===== src/hdl/json_comment_stripper_macros.svh =====
// ---------------------------------------------------------------------------
// json_comment_stripper_macros.svh
// Assertion macros shared by the comment stripper RTL.
// ---------------------------------------------------------------------------
`ifndef JSON_COMMENT_STRIPPER_MACROS_SVH
`define JSON_COMMENT_STRIPPER_MACROS_SVH

// Same-cycle implication, disabled while reset is asserted.
`define JCS_ASSERT_IMPLY(label, clk, rst_n, ante, cons, msg) \
	label: assert property (@(posedge clk) disable iff (!(rst_n)) (ante) |-> (cons)) \
		else $error(msg);

// Next-cycle implication, disabled while reset is asserted.
`define JCS_ASSERT_NEXT(label, clk, rst_n, ante, cons, msg) \
	label: assert property (@(posedge clk) disable iff (!(rst_n)) (ante) |=> (cons)) \
		else $error(msg);

`endif


===== src/hdl/jcs_pkg.sv =====
// ---------------------------------------------------------------------------
// jcs_pkg
// Types, character codes and per-byte classification functions of the
// JSON comment stripper.
// ---------------------------------------------------------------------------
package jcs_pkg;

	// Characters the scanner reacts to.
	localparam logic [7:0] CH_QUOTE  = 8'h22;
	localparam logic [7:0] CH_SLASH  = 8'h2F;
	localparam logic [7:0] CH_STAR   = 8'h2A;
	localparam logic [7:0] CH_CR     = 8'h0D;
	localparam logic [7:0] CH_LF     = 8'h0A;
	localparam logic [7:0] CH_BSLASH = 8'h5C;
	localparam logic [7:0] CH_SPACE  = 8'h20;
	localparam logic [7:0] CH_HT     = 8'h09;
	localparam logic [7:0] CH_NONE   = 8'h00;

	// Configuration port geometry and register indexes.
	localparam int APB_ADDR_W = 3;
	localparam int APB_DATA_W = 32;
	localparam int REG_IDX_W  = APB_ADDR_W - 2;
	localparam logic [REG_IDX_W-1:0] REG_KEEP_LAYOUT = '0;

	// Result queue depth; one transaction may push two results.
	localparam int QUEUE_DEPTH = 4;
	localparam int QCNT_W      = $clog2(QUEUE_DEPTH + 1);

	typedef enum logic [2:0] {
		MODE_NONE  = 3'b001,
		MODE_LINE  = 3'b010,
		MODE_BLOCK = 3'b100
	} cmt_mode_t;

	// Scanner state carried from byte to byte within one text.
	typedef struct packed {
		cmt_mode_t   mode;
		logic        quoted;
		logic [7:0]  prev;
		logic [7:0]  pprev;
		logic [1:0]  pos;
	} text_state_t;

	localparam text_state_t TEXT_STATE_RESET = '{
		mode:   MODE_NONE,
		quoted: 1'b0,
		prev:   8'h00,
		pprev:  8'h00,
		pos:    2'd0
	};

	// Outcome of deciding one byte against its successor.
	typedef struct packed {
		text_state_t st;
		logic        cmt;
		logic        skip;
		logic        ncmt;
	} decide_t;

	typedef struct packed {
		logic [7:0] data;
		logic       last;
	} out_item_t;

	typedef struct packed {
		logic      valid;
		out_item_t item;
	} emit_t;

	function automatic logic is_ws(logic [7:0] c);
		return (c == CH_SPACE) || ((c >= CH_HT) && (c <= CH_CR));
	endfunction

	// Shift a decided byte into the history and bump the saturating position.
	function automatic text_state_t advance(text_state_t s, logic [7:0] c);
		text_state_t r;
		r = s;
		r.pprev = s.prev;
		r.prev = c;
		if (s.pos != 2'd2) begin
			r.pos = s.pos + 2'd1;
		end
		return r;
	endfunction

	// Classify byte cur given its successor nxt (zero when the text ends).
	function automatic decide_t decide(text_state_t s, logic [7:0] cur, logic [7:0] nxt);
		decide_t d;
		logic    esc;
		d.st = s;
		d.cmt = 1'b0;
		d.skip = 1'b0;
		d.ncmt = 1'b0;
		// A quote is escaped by a single backslash, never in the first two bytes.
		esc = (s.pos == 2'd2) && (s.prev == CH_BSLASH) && (s.pprev != CH_BSLASH);
		if ((s.mode == MODE_NONE) && (cur == CH_QUOTE) && !esc) begin
			d.st.quoted = !s.quoted;
		end
		if (d.st.quoted) begin
			d.cmt = 1'b0;
		end else if ((s.mode == MODE_NONE) && (cur == CH_SLASH) && (nxt == CH_SLASH)) begin
			d.st.mode = MODE_LINE;
			d.skip = 1'b1;
			d.ncmt = 1'b1;
			d.cmt = 1'b1;
		end else if ((s.mode == MODE_LINE) && (cur == CH_CR) && (nxt == CH_LF)) begin
			// The CR of a CRLF belongs to the comment; the LF is text.
			d.st.mode = MODE_NONE;
			d.skip = 1'b1;
			d.cmt = 1'b1;
		end else if ((s.mode == MODE_LINE) && (cur == CH_LF)) begin
			d.st.mode = MODE_NONE;
		end else if ((s.mode == MODE_NONE) && (cur == CH_SLASH) && (nxt == CH_STAR)) begin
			d.st.mode = MODE_BLOCK;
			d.skip = 1'b1;
			d.ncmt = 1'b1;
			d.cmt = 1'b1;
		end else if ((s.mode == MODE_BLOCK) && (cur == CH_STAR) && (nxt == CH_SLASH)) begin
			d.st.mode = MODE_NONE;
			d.skip = 1'b1;
			d.ncmt = 1'b1;
			d.cmt = 1'b1;
		end else begin
			d.cmt = (s.mode != MODE_NONE);
		end
		d.st = advance(d.st, cur);
		return d;
	endfunction

	// Turn a classified byte into a result: text passes, comments drop or blank.
	function automatic emit_t emit(logic keep, logic [7:0] c, logic cmt);
		emit_t e;
		e.valid = !cmt || keep;
		e.item.data = (cmt && !is_ws(c)) ? CH_SPACE : c;
		e.item.last = 1'b0;
		return e;
	endfunction

endpackage


===== src/hdl/json_comment_stripper.sv =====
// ---------------------------------------------------------------------------
// json_comment_stripper
// Streaming removal of line and block comments from a JSON text.
// ---------------------------------------------------------------------------
// The block takes one byte per cycle and holds one byte of lookahead, so each
// transaction yields zero, one or two output bytes, which enter a four-entry
// result queue and leave one per cycle while out_ready is high. in_ready is
// high while the queue has at least two free entries, so input runs at one
// byte per cycle as long as the output side drains the text, which is at most
// one byte per cycle. The user writes keep_layout over the APB port only while
// the stream is idle; the block itself does not enforce this.

`include "json_comment_stripper_macros.svh"

module json_comment_stripper
	import jcs_pkg::*;
(
	input  logic                  clk,
	input  logic                  arst_n,
	// Input stream
	input  logic                  in_valid,
	output logic                  in_ready,
	input  logic [7:0]            in_byte,
	input  logic                  in_last,
	// Output stream
	output logic                  out_valid,
	input  logic                  out_ready,
	output logic [7:0]            out_byte,
	output logic                  out_last,
	// Configuration port
	input  logic                  psel,
	input  logic                  penable,
	input  logic                  pwrite,
	input  logic [APB_ADDR_W-1:0] paddr,
	input  logic [APB_DATA_W-1:0] pwdata,
	output logic [APB_DATA_W-1:0] prdata,
	output logic                  pready
);

	logic                  keep_q;
	logic [7:0]            held_q;
	logic                  held_valid_q;
	text_state_t           state_q;
	out_item_t             queue_q [QUEUE_DEPTH];
	logic [QCNT_W-1:0]     count_q;

	logic                  in_acc;
	logic                  out_acc;
	logic                  reg_sel;
	logic [7:0]            held_d;
	logic                  held_valid_d;
	text_state_t           state_d;
	emit_t                 res_a;
	emit_t                 res_b;
	out_item_t             first_item;
	out_item_t             second_item;
	logic [1:0]            push_n;
	out_item_t             shifted [QUEUE_DEPTH];
	out_item_t             queue_d [QUEUE_DEPTH];
	logic [QCNT_W-1:0]     base;

	assign in_acc  = in_valid && in_ready;
	assign out_acc = out_valid && out_ready;

	// Configuration register access.
	assign pready  = 1'b1;
	assign reg_sel = (paddr[APB_ADDR_W-1:2] == REG_KEEP_LAYOUT);
	assign prdata  = reg_sel ? {{(APB_DATA_W-1){1'b0}}, keep_q} : '0;

	always_ff @(posedge clk or negedge arst_n) begin
		if (!arst_n) begin
			keep_q <= 1'b0;
		end else if (psel && penable && pwrite && pready && reg_sel) begin
			keep_q <= pwdata[0];
		end
	end

	// Decide the held byte against the incoming one, and close the text on
	// its final byte.
	always_comb begin
		decide_t     d_held;
		decide_t     d_final;
		text_state_t s_mid;
		emit_t       e_skip;
		emit_t       e_final;
		logic [7:0]  held_mid;
		logic        hv_mid;

		res_a = '0;
		e_skip = '0;
		e_final = '0;
		s_mid = state_q;
		held_mid = in_byte;
		hv_mid = 1'b1;
		d_held = decide(state_q, held_q, in_byte);
		if (held_valid_q) begin
			res_a = emit(keep_q, held_q, d_held.cmt);
			s_mid = d_held.st;
			if (d_held.skip) begin
				e_skip = emit(keep_q, in_byte, d_held.ncmt);
				s_mid = advance(d_held.st, in_byte);
				hv_mid = 1'b0;
			end
		end

		d_final = decide(s_mid, held_mid, CH_NONE);
		if (in_last && hv_mid) begin
			e_final = emit(keep_q, held_mid, d_final.cmt);
		end

		res_b = e_skip.valid ? e_skip : e_final;

		if (in_last) begin
			held_d = 8'h00;
			held_valid_d = 1'b0;
			state_d = TEXT_STATE_RESET;
		end else begin
			held_d = held_mid;
			held_valid_d = hv_mid;
			state_d = s_mid;
		end

		// Pack results to the front; the final one carries the end mark.
		first_item = res_a.valid ? res_a.item : res_b.item;
		second_item = res_b.item;
		push_n = {1'b0, res_a.valid} + {1'b0, res_b.valid};
		if (push_n == 2'd2) begin
			second_item.last = in_last;
		end else begin
			first_item.last = in_last;
		end
	end

	always_ff @(posedge clk or negedge arst_n) begin
		if (!arst_n) begin
			held_q <= 8'h00;
			held_valid_q <= 1'b0;
			state_q <= TEXT_STATE_RESET;
		end else if (in_acc) begin
			held_q <= held_d;
			held_valid_q <= held_valid_d;
			state_q <= state_d;
		end
	end

	// Result queue: the head sits at entry zero, new results land behind the
	// entries that remain after this cycle's pop.
	always_comb begin
		for (int i = 0; i < QUEUE_DEPTH - 1; i++) begin
			shifted[i] = queue_q[i + 1];
		end
		shifted[QUEUE_DEPTH-1] = queue_q[QUEUE_DEPTH-1];
		base = count_q - {{(QCNT_W-1){1'b0}}, out_acc};
		for (int i = 0; i < QUEUE_DEPTH; i++) begin
			queue_d[i] = out_acc ? shifted[i] : queue_q[i];
			if (in_acc && (push_n != 2'd0) && (QCNT_W'(i) == base)) begin
				queue_d[i] = first_item;
			end
			if (in_acc && (push_n == 2'd2) && (QCNT_W'(i) == base + QCNT_W'(1))) begin
				queue_d[i] = second_item;
			end
		end
	end

	always_ff @(posedge clk) begin
		for (int i = 0; i < QUEUE_DEPTH; i++) begin
			queue_q[i] <= queue_d[i];
		end
	end

	always_ff @(posedge clk or negedge arst_n) begin
		if (!arst_n) begin
			count_q <= '0;
		end else begin
			count_q <= base + (in_acc ? QCNT_W'(push_n) : '0);
		end
	end

	assign in_ready  = (count_q <= QCNT_W'(QUEUE_DEPTH - 2));
	assign out_valid = (count_q != '0);
	assign out_byte  = queue_q[0].data;
	assign out_last  = queue_q[0].last;

	// Checks on the queue and the end-of-text handling.
	`JCS_ASSERT_IMPLY(a_queue_bound, clk, arst_n, 1'b1, count_q <= QCNT_W'(QUEUE_DEPTH), "result queue overflow")
	`JCS_ASSERT_NEXT(a_last_clears, clk, arst_n, in_acc && in_last, !held_valid_q && (state_q.mode == MODE_NONE) && !state_q.quoted, "text state not cleared after final byte")
	`JCS_ASSERT_NEXT(a_no_phantom, clk, arst_n, !in_acc, count_q <= $past(count_q), "results appeared without an input transaction")
	`JCS_ASSERT_NEXT(a_keep_emits, clk, arst_n, in_acc && keep_q && (held_valid_q || in_last), count_q >= $past(count_q), "keep_layout transaction produced no result")

endmodule

===== config.mk =====
export PLATFORM = sky130hd
export DESIGN_NAME = json_comment_stripper
export DESIGN_NICKNAME = d
export VERILOG_FILES = /design/src/hdl/jcs_pkg.sv /design/src/hdl/json_comment_stripper.sv
export VERILOG_INCLUDE_DIRS = /design/src /design/src/hdl
export SDC_FILE = /design/constraint.sdc
export NUM_CORES = 1
export LEC_CHECK = 0
export BUFFER_PORTS_ARGS = -buffer_cell sky130_fd_sc_hd__buf_2
export CAP_MARGIN = 20
export CORE_UTILIZATION = 60
export CTS_CLUSTER_DIAMETER = 80
export DETAILED_ROUTE_END_ITERATION = 10
export PLACE_DENSITY = 0.94
export SLEW_MARGIN = 0
export SYNTH_ARGS = -nofsm -noshare
export SYNTH_HDL_FRONTEND = slang
export SYNTH_SLANG_ARGS = --single-unit
export TNS_END_PERCENT = 30

===== constraint.sdc =====
create_clock -name clk -period 5.5 [get_ports clk]
set_input_delay 0.275 -clock clk [delete_from_list [all_inputs] [get_ports clk]]
set_output_delay 0.275 -clock clk [all_outputs]
set_load 0.01 [all_outputs]

Word-level counts from Yosys, hierarchy flattened
Memory sizes are Yosys's and may differ from the RTL's. Cells that the tools add are included.

Muxes and demuxes: 52. Order comparisons: 5. Bitwise logic cells: 1. Reductions and logical operators: 56. $add $sub $neg: 6. Eq/ne operators: 33.

Operators by type and width (count): 9-bit 2-to-1 mux (12); 8-bit by 6-bit equality test with 1-bit output, second input constant (8); 10-bit 2-to-1 mux (5); 22-bit 2-to-1 mux (2); 1-bit logical AND (38); 8-bit 2-to-1 mux (4); 3-bit 2-to-1 mux (9); 8-bit by 4-bit equality test with 1-bit output, second input constant (3); 18-bit 2-to-1 mux (1); 8-bit by 7-bit equality test with 1-bit output, second input constant (2); 8-bit by 4-bit greater-or-equal comparator with 1-bit output, second input constant (2); 8-bit by 4-bit less-or-equal comparator with 1-bit output, second input constant (2); 8-bit by 7-bit inequality test with 1-bit output, second input constant (2); 1-bit 2-to-1 mux (13); 2-bit by 3-bit equality test with 1-bit output, first input constant (4); 2-bit 2-to-1 mux (6); 1-bit logical NOT (9); 1-bit by 3-bit equality test with 1-bit output, first input constant (2); 2-bit equality test, second input constant (3); 3-bit by 1-bit equality test with 1-bit output, second input constant (2); 3-bit by 2-bit equality test with 1-bit output, second input constant (2); 3-bit logical NOT (2); 3-bit by 1-bit inequality test with 1-bit output, second input constant (2); 1-bit logical OR (5); other kinds (11) (13).

Memories: 1. Bits in registers: 35. Memory bits (writable): 36. Output and inout bits: 44. Bits of input ports: 51.

Memory list: queue_q (words 4, width 9, rd ports 4, clocked after Yosys merged registers in 0, write ports 4, line json_comment_stripper.sv:44) `out_item_t queue_q [QUEUE_DEPTH];`.

Logic depth before layout (Yosys ltp)
Depth after elaboration: 28. Depth in mapped cells: 16. Mapped depth without buffers: 16.

Least setup slack after synthesis
Ideal clock, no wire load.

Path kind: register -> register. From: register state_q[19] (netlist bit). To: memory queue_q[1][5] (netlist bit) (data pin). Cell stages (with the launch flop): 14. Clock period less this slack: 3824 ps. Path slack: 1676 ps. Arrival: 3564 ps. Required time: 5240 ps. Cells stage by stage: dfstp_2 nor3b_4 a41oi_2 a21o_1 nor3_2 a32oi_1 or4b_4 nand2_1 o31ai_1 ha_1 nor3_1 nand3_1 o21ai_1 a2bb2o_1.

RTL lines: from (decl) (line json_comment_stripper.sv:43) `text_state_t state_q;`; from (signal assigned) (line json_comment_stripper.sv:142) `state_q <= state_d;`; to (decl) (line json_comment_stripper.sv:44).

==> run_results.csv <==
group,metric,value,unit
critical_path,cp.arrival,5.07,ns
synth,synth.top_cells.by_area,"edfxtp_1, dfrtp_1, buf_4",
global_routing,antenna_found_initial,0,
critical_path,cp_max_fo,12,
clock_tree,cts_hold_buf,0,
power,peakVddDrop,0.194,mV
final_layout,final_nets,567,
critical_path,start_kind,"flop",
synth,synth_top_area_share,23.1,%
global_routing,grt_pass1_vias,3825,
critical_path,rrSetupSlack,0.54,ns
sta,setup_viol,0,
routing,drc_errors,0,
critical_path,timing.rr.start,"state_q[19]",
synth,ys_async_sr_fraction,49.3,%
clock_tree,cts.clk_slew.worst_paths,0.08,ns
sta,hold_slack,0.00119,ns
global_routing,grt.total_usage,28.6,%
critical_path,worstSetupPathType,"reg2reg",
synth,postSynthCellCount,485,
floorplan,ios,95,
routing,first_iter_violations,490,
job,cap_violations,0,
power,pwr-share-seq,37.9,%
synth,synth_area,4680,µm²
clock_tree,h-tree-depth,3,
clock_tree,clockRootBuffer,"clkbuf_8",
final_layout,seqCellArea,1960,µm²
routing,via_count,4013,
sta,rsz0062_at_grt,"no",
final_layout,areaGrowthSynthToFinish,6.93,%
final_layout,drive_gt1_share,14.3,%
final_layout,post-route-util,67.5,%
floorplan,die_w,90.3,µm
power,p_per_area,489,nW/µm²
critical_path,reg2reg_to,"queue_q[0][2]",
power,switching_share,39.5,%
clock_tree,cts_setup_buffers,0,
floorplan,die_area,8150,µm²
status,status,"complete, no violations",
sta,fin_tns_setup,0,ns
final_layout,fill_cells,536,
synth,ys_seq_elements,71,
floorplan,coreArea,7410,µm²
placement,hpwl,7600,µm
critical_path,crit_start,"state_q[19]",
routing,routed_via_density,6.59,
sta,slew_violations,0,
power,clkPwrFrac,22.4,%
floorplan,start_util,63.1,%
floorplan,num_rows,31,
power,p_leak,2.02,nW
clock_tree,ctsResizeCount,0,
global_routing,grt_pass1_wl,18400,µm
synth,synth_cell_types,76,
sta,tightest_slew,0.805,ns
routing,wire_per_inst,17.8,µm
power,fin_total_pwr,2.45,mW
final_layout,multi_input_area,2400,µm²
critical_path,endpoint_kind,"flop",
power,p_switching,966,µW
worst_hold_path,hold_path_class,"in2async",
clock_tree,cts_tree,"yes",
placement,dp_slack,0.779,ns
clock_tree,clock_path_buffers,2,
sta,hold_viol,0,
global_routing,grt_overflow_total,0,
critical_path,r2r_cells,13,
sta,skew,0.0110,ns
synth,ys.flop_type,"edfxtp_1",
routing,firstDrtPassIters,5,
placement,gp_congestion,0.906,
sta,min_period,4.96,ns
sta,layout_setup_ws,0.538,ns
synth,synth-seq-area-share,41.9,%
placement,port-buffer-count,29,
synth,synth_edf_count,36,
floorplan,dieHeight,90.3,µm
power,p_comb_share,39.7,%
clock_tree,clock_latency,0.36,ns
clock_tree,cts_made_buffers,9,
final_layout,mostFrequentLayoutCell,"nand2_1",
sta,max_freq,202,MHz
final_layout,layout.cells.most_common_list,"nand2_1, nor2_1, edfxtp_1",
routing,ant_nets,0,
sta,finalCritPeriodShare,90.2,%
synth,syn_area_per_cell,9.64,µm²
synth,synth-warning-count,0,
sta,max_slew_margin,46.1,%
power,cellInternalPower,1.48,mW
clock_tree,cts.sinks,71,
critical_path,worstPathRequired,5.61,ns
global_routing,grt_max_degree,36,
routing,wl,10900,µm
critical_path,endpoint,"queue_q[0][2]",
synth,yosys.area.top_type,"edfxtp_1",
final_layout,n_antenna_cell,0,
==> layout make-up <==
cell class,instances,area share [%]
clock buffers,10,2.55
clock inverters,6,2.65
inverters,20,1.50
multi-input cells,369,48.0
flip-flops and latches,71,39.2
well taps,99,2.48
repair buffers,34,3.65
==> kinds of logic (layout without fill, tap and decap cells) <==
logic type,Yosys count,count (layout),share of synthesized area (%)
buffers and inverters,75,70,9.20
adders and majority gates,11,11,3.10
DFF,71,71,41.9
AOI/OAI and AO/OA,155,155,25.0
xor gates and xnor gates,3,3,0.562
muxes,10,10,2.17
other,2,32,0.161
and+or+nand+nor,158,158,18.0
==> worst min-delay path by stage <==
stage,from,to,slack [ns],depth (start not counted)
final,arst_n,held_q[6],0.001,1
after global routing,arst_n,state_q[11],0.05,1
after CTS,arst_n,held_q[7],0.02,1
after detailed placement,arst_n,state_q[11],0.40,1
after global placement,arst_n,state_q[0],0.38,1
after floorplan,arst_n,count_q[0],-0.02,0
==> synth_stat cells, drive strengths merged, types with 3 or more instances <==
library cell / number
a211oi: 13
a21oi: 32
a22o: 12
a2bb2o: 6
a31o: 15
a31oi: 4
a32o: 8
and2: 4
and3: 4
and4: 5
buf: 43
clkbuf: 12
dfrtp: 34
edfxtp: 36
ha: 10
inv: 20
mux2i: 9
nand2: 51
nand2b: 7
nand3: 8
nand3b: 3
nand4: 7
nor2: 43
nor2b: 3
nor3: 6
nor3b: 3
nor4b: 3
o211ai: 3
o21ai: 28
o22ai: 5
o31ai: 4
o32ai: 6
==> power by group through the flow <==
stage	combinational, mW	sequential [mW]	clock (mW)
after global routing	1.07	0.948	0.573
final	0.970	0.928	0.548
after global placement	0.878	0.922	0
after floorplan	0.760	0.874	0
after CTS	0.942	0.924	0.547
after detailed placement	0.926	0.933	0
==> registers in the layout, indices dropped and copies added, names as in the netlist <==
register,cells
queue_q,36
state_q,22
held_q,8
count_q,3
held_valid_q,1
keep_q,1
==> through the flow <==
step           cells  area (µm²)
2_1_floorplan    515        4790
3_3_place_gp     592        4730
3_5_place_dp     592        4730
4_1_cts          608        4990
5_1_grt          609        5000
6_report         609        5000
==> worst max-delay path, stage by stage, from the launching register on <==
cell	delay, ns
dfstp_2	0.58
nor3b_4	0.34
o211ai_1	0.16
a21oi_2	0.40
o211a_1	0.60
a21oi_1	0.18
a31oi_1	0.50
o31ai_1	0.17
ha_1	0.23
nor3_1	0.36
nand3_1	0.27
o21ai_1	0.57
a211oi_1	0.11
a31o_1	0.24
==> metal layers <==
metal	up-vias	routed length, µm	track usage, %
li1	1790	-	-
met2	293	5100	45.5
met4	0	303	11.8
met5	-	0	1.92
met1	1893	4430	37.7
met3	37	1030	6.23
Power figures use the tool's default switching activity.
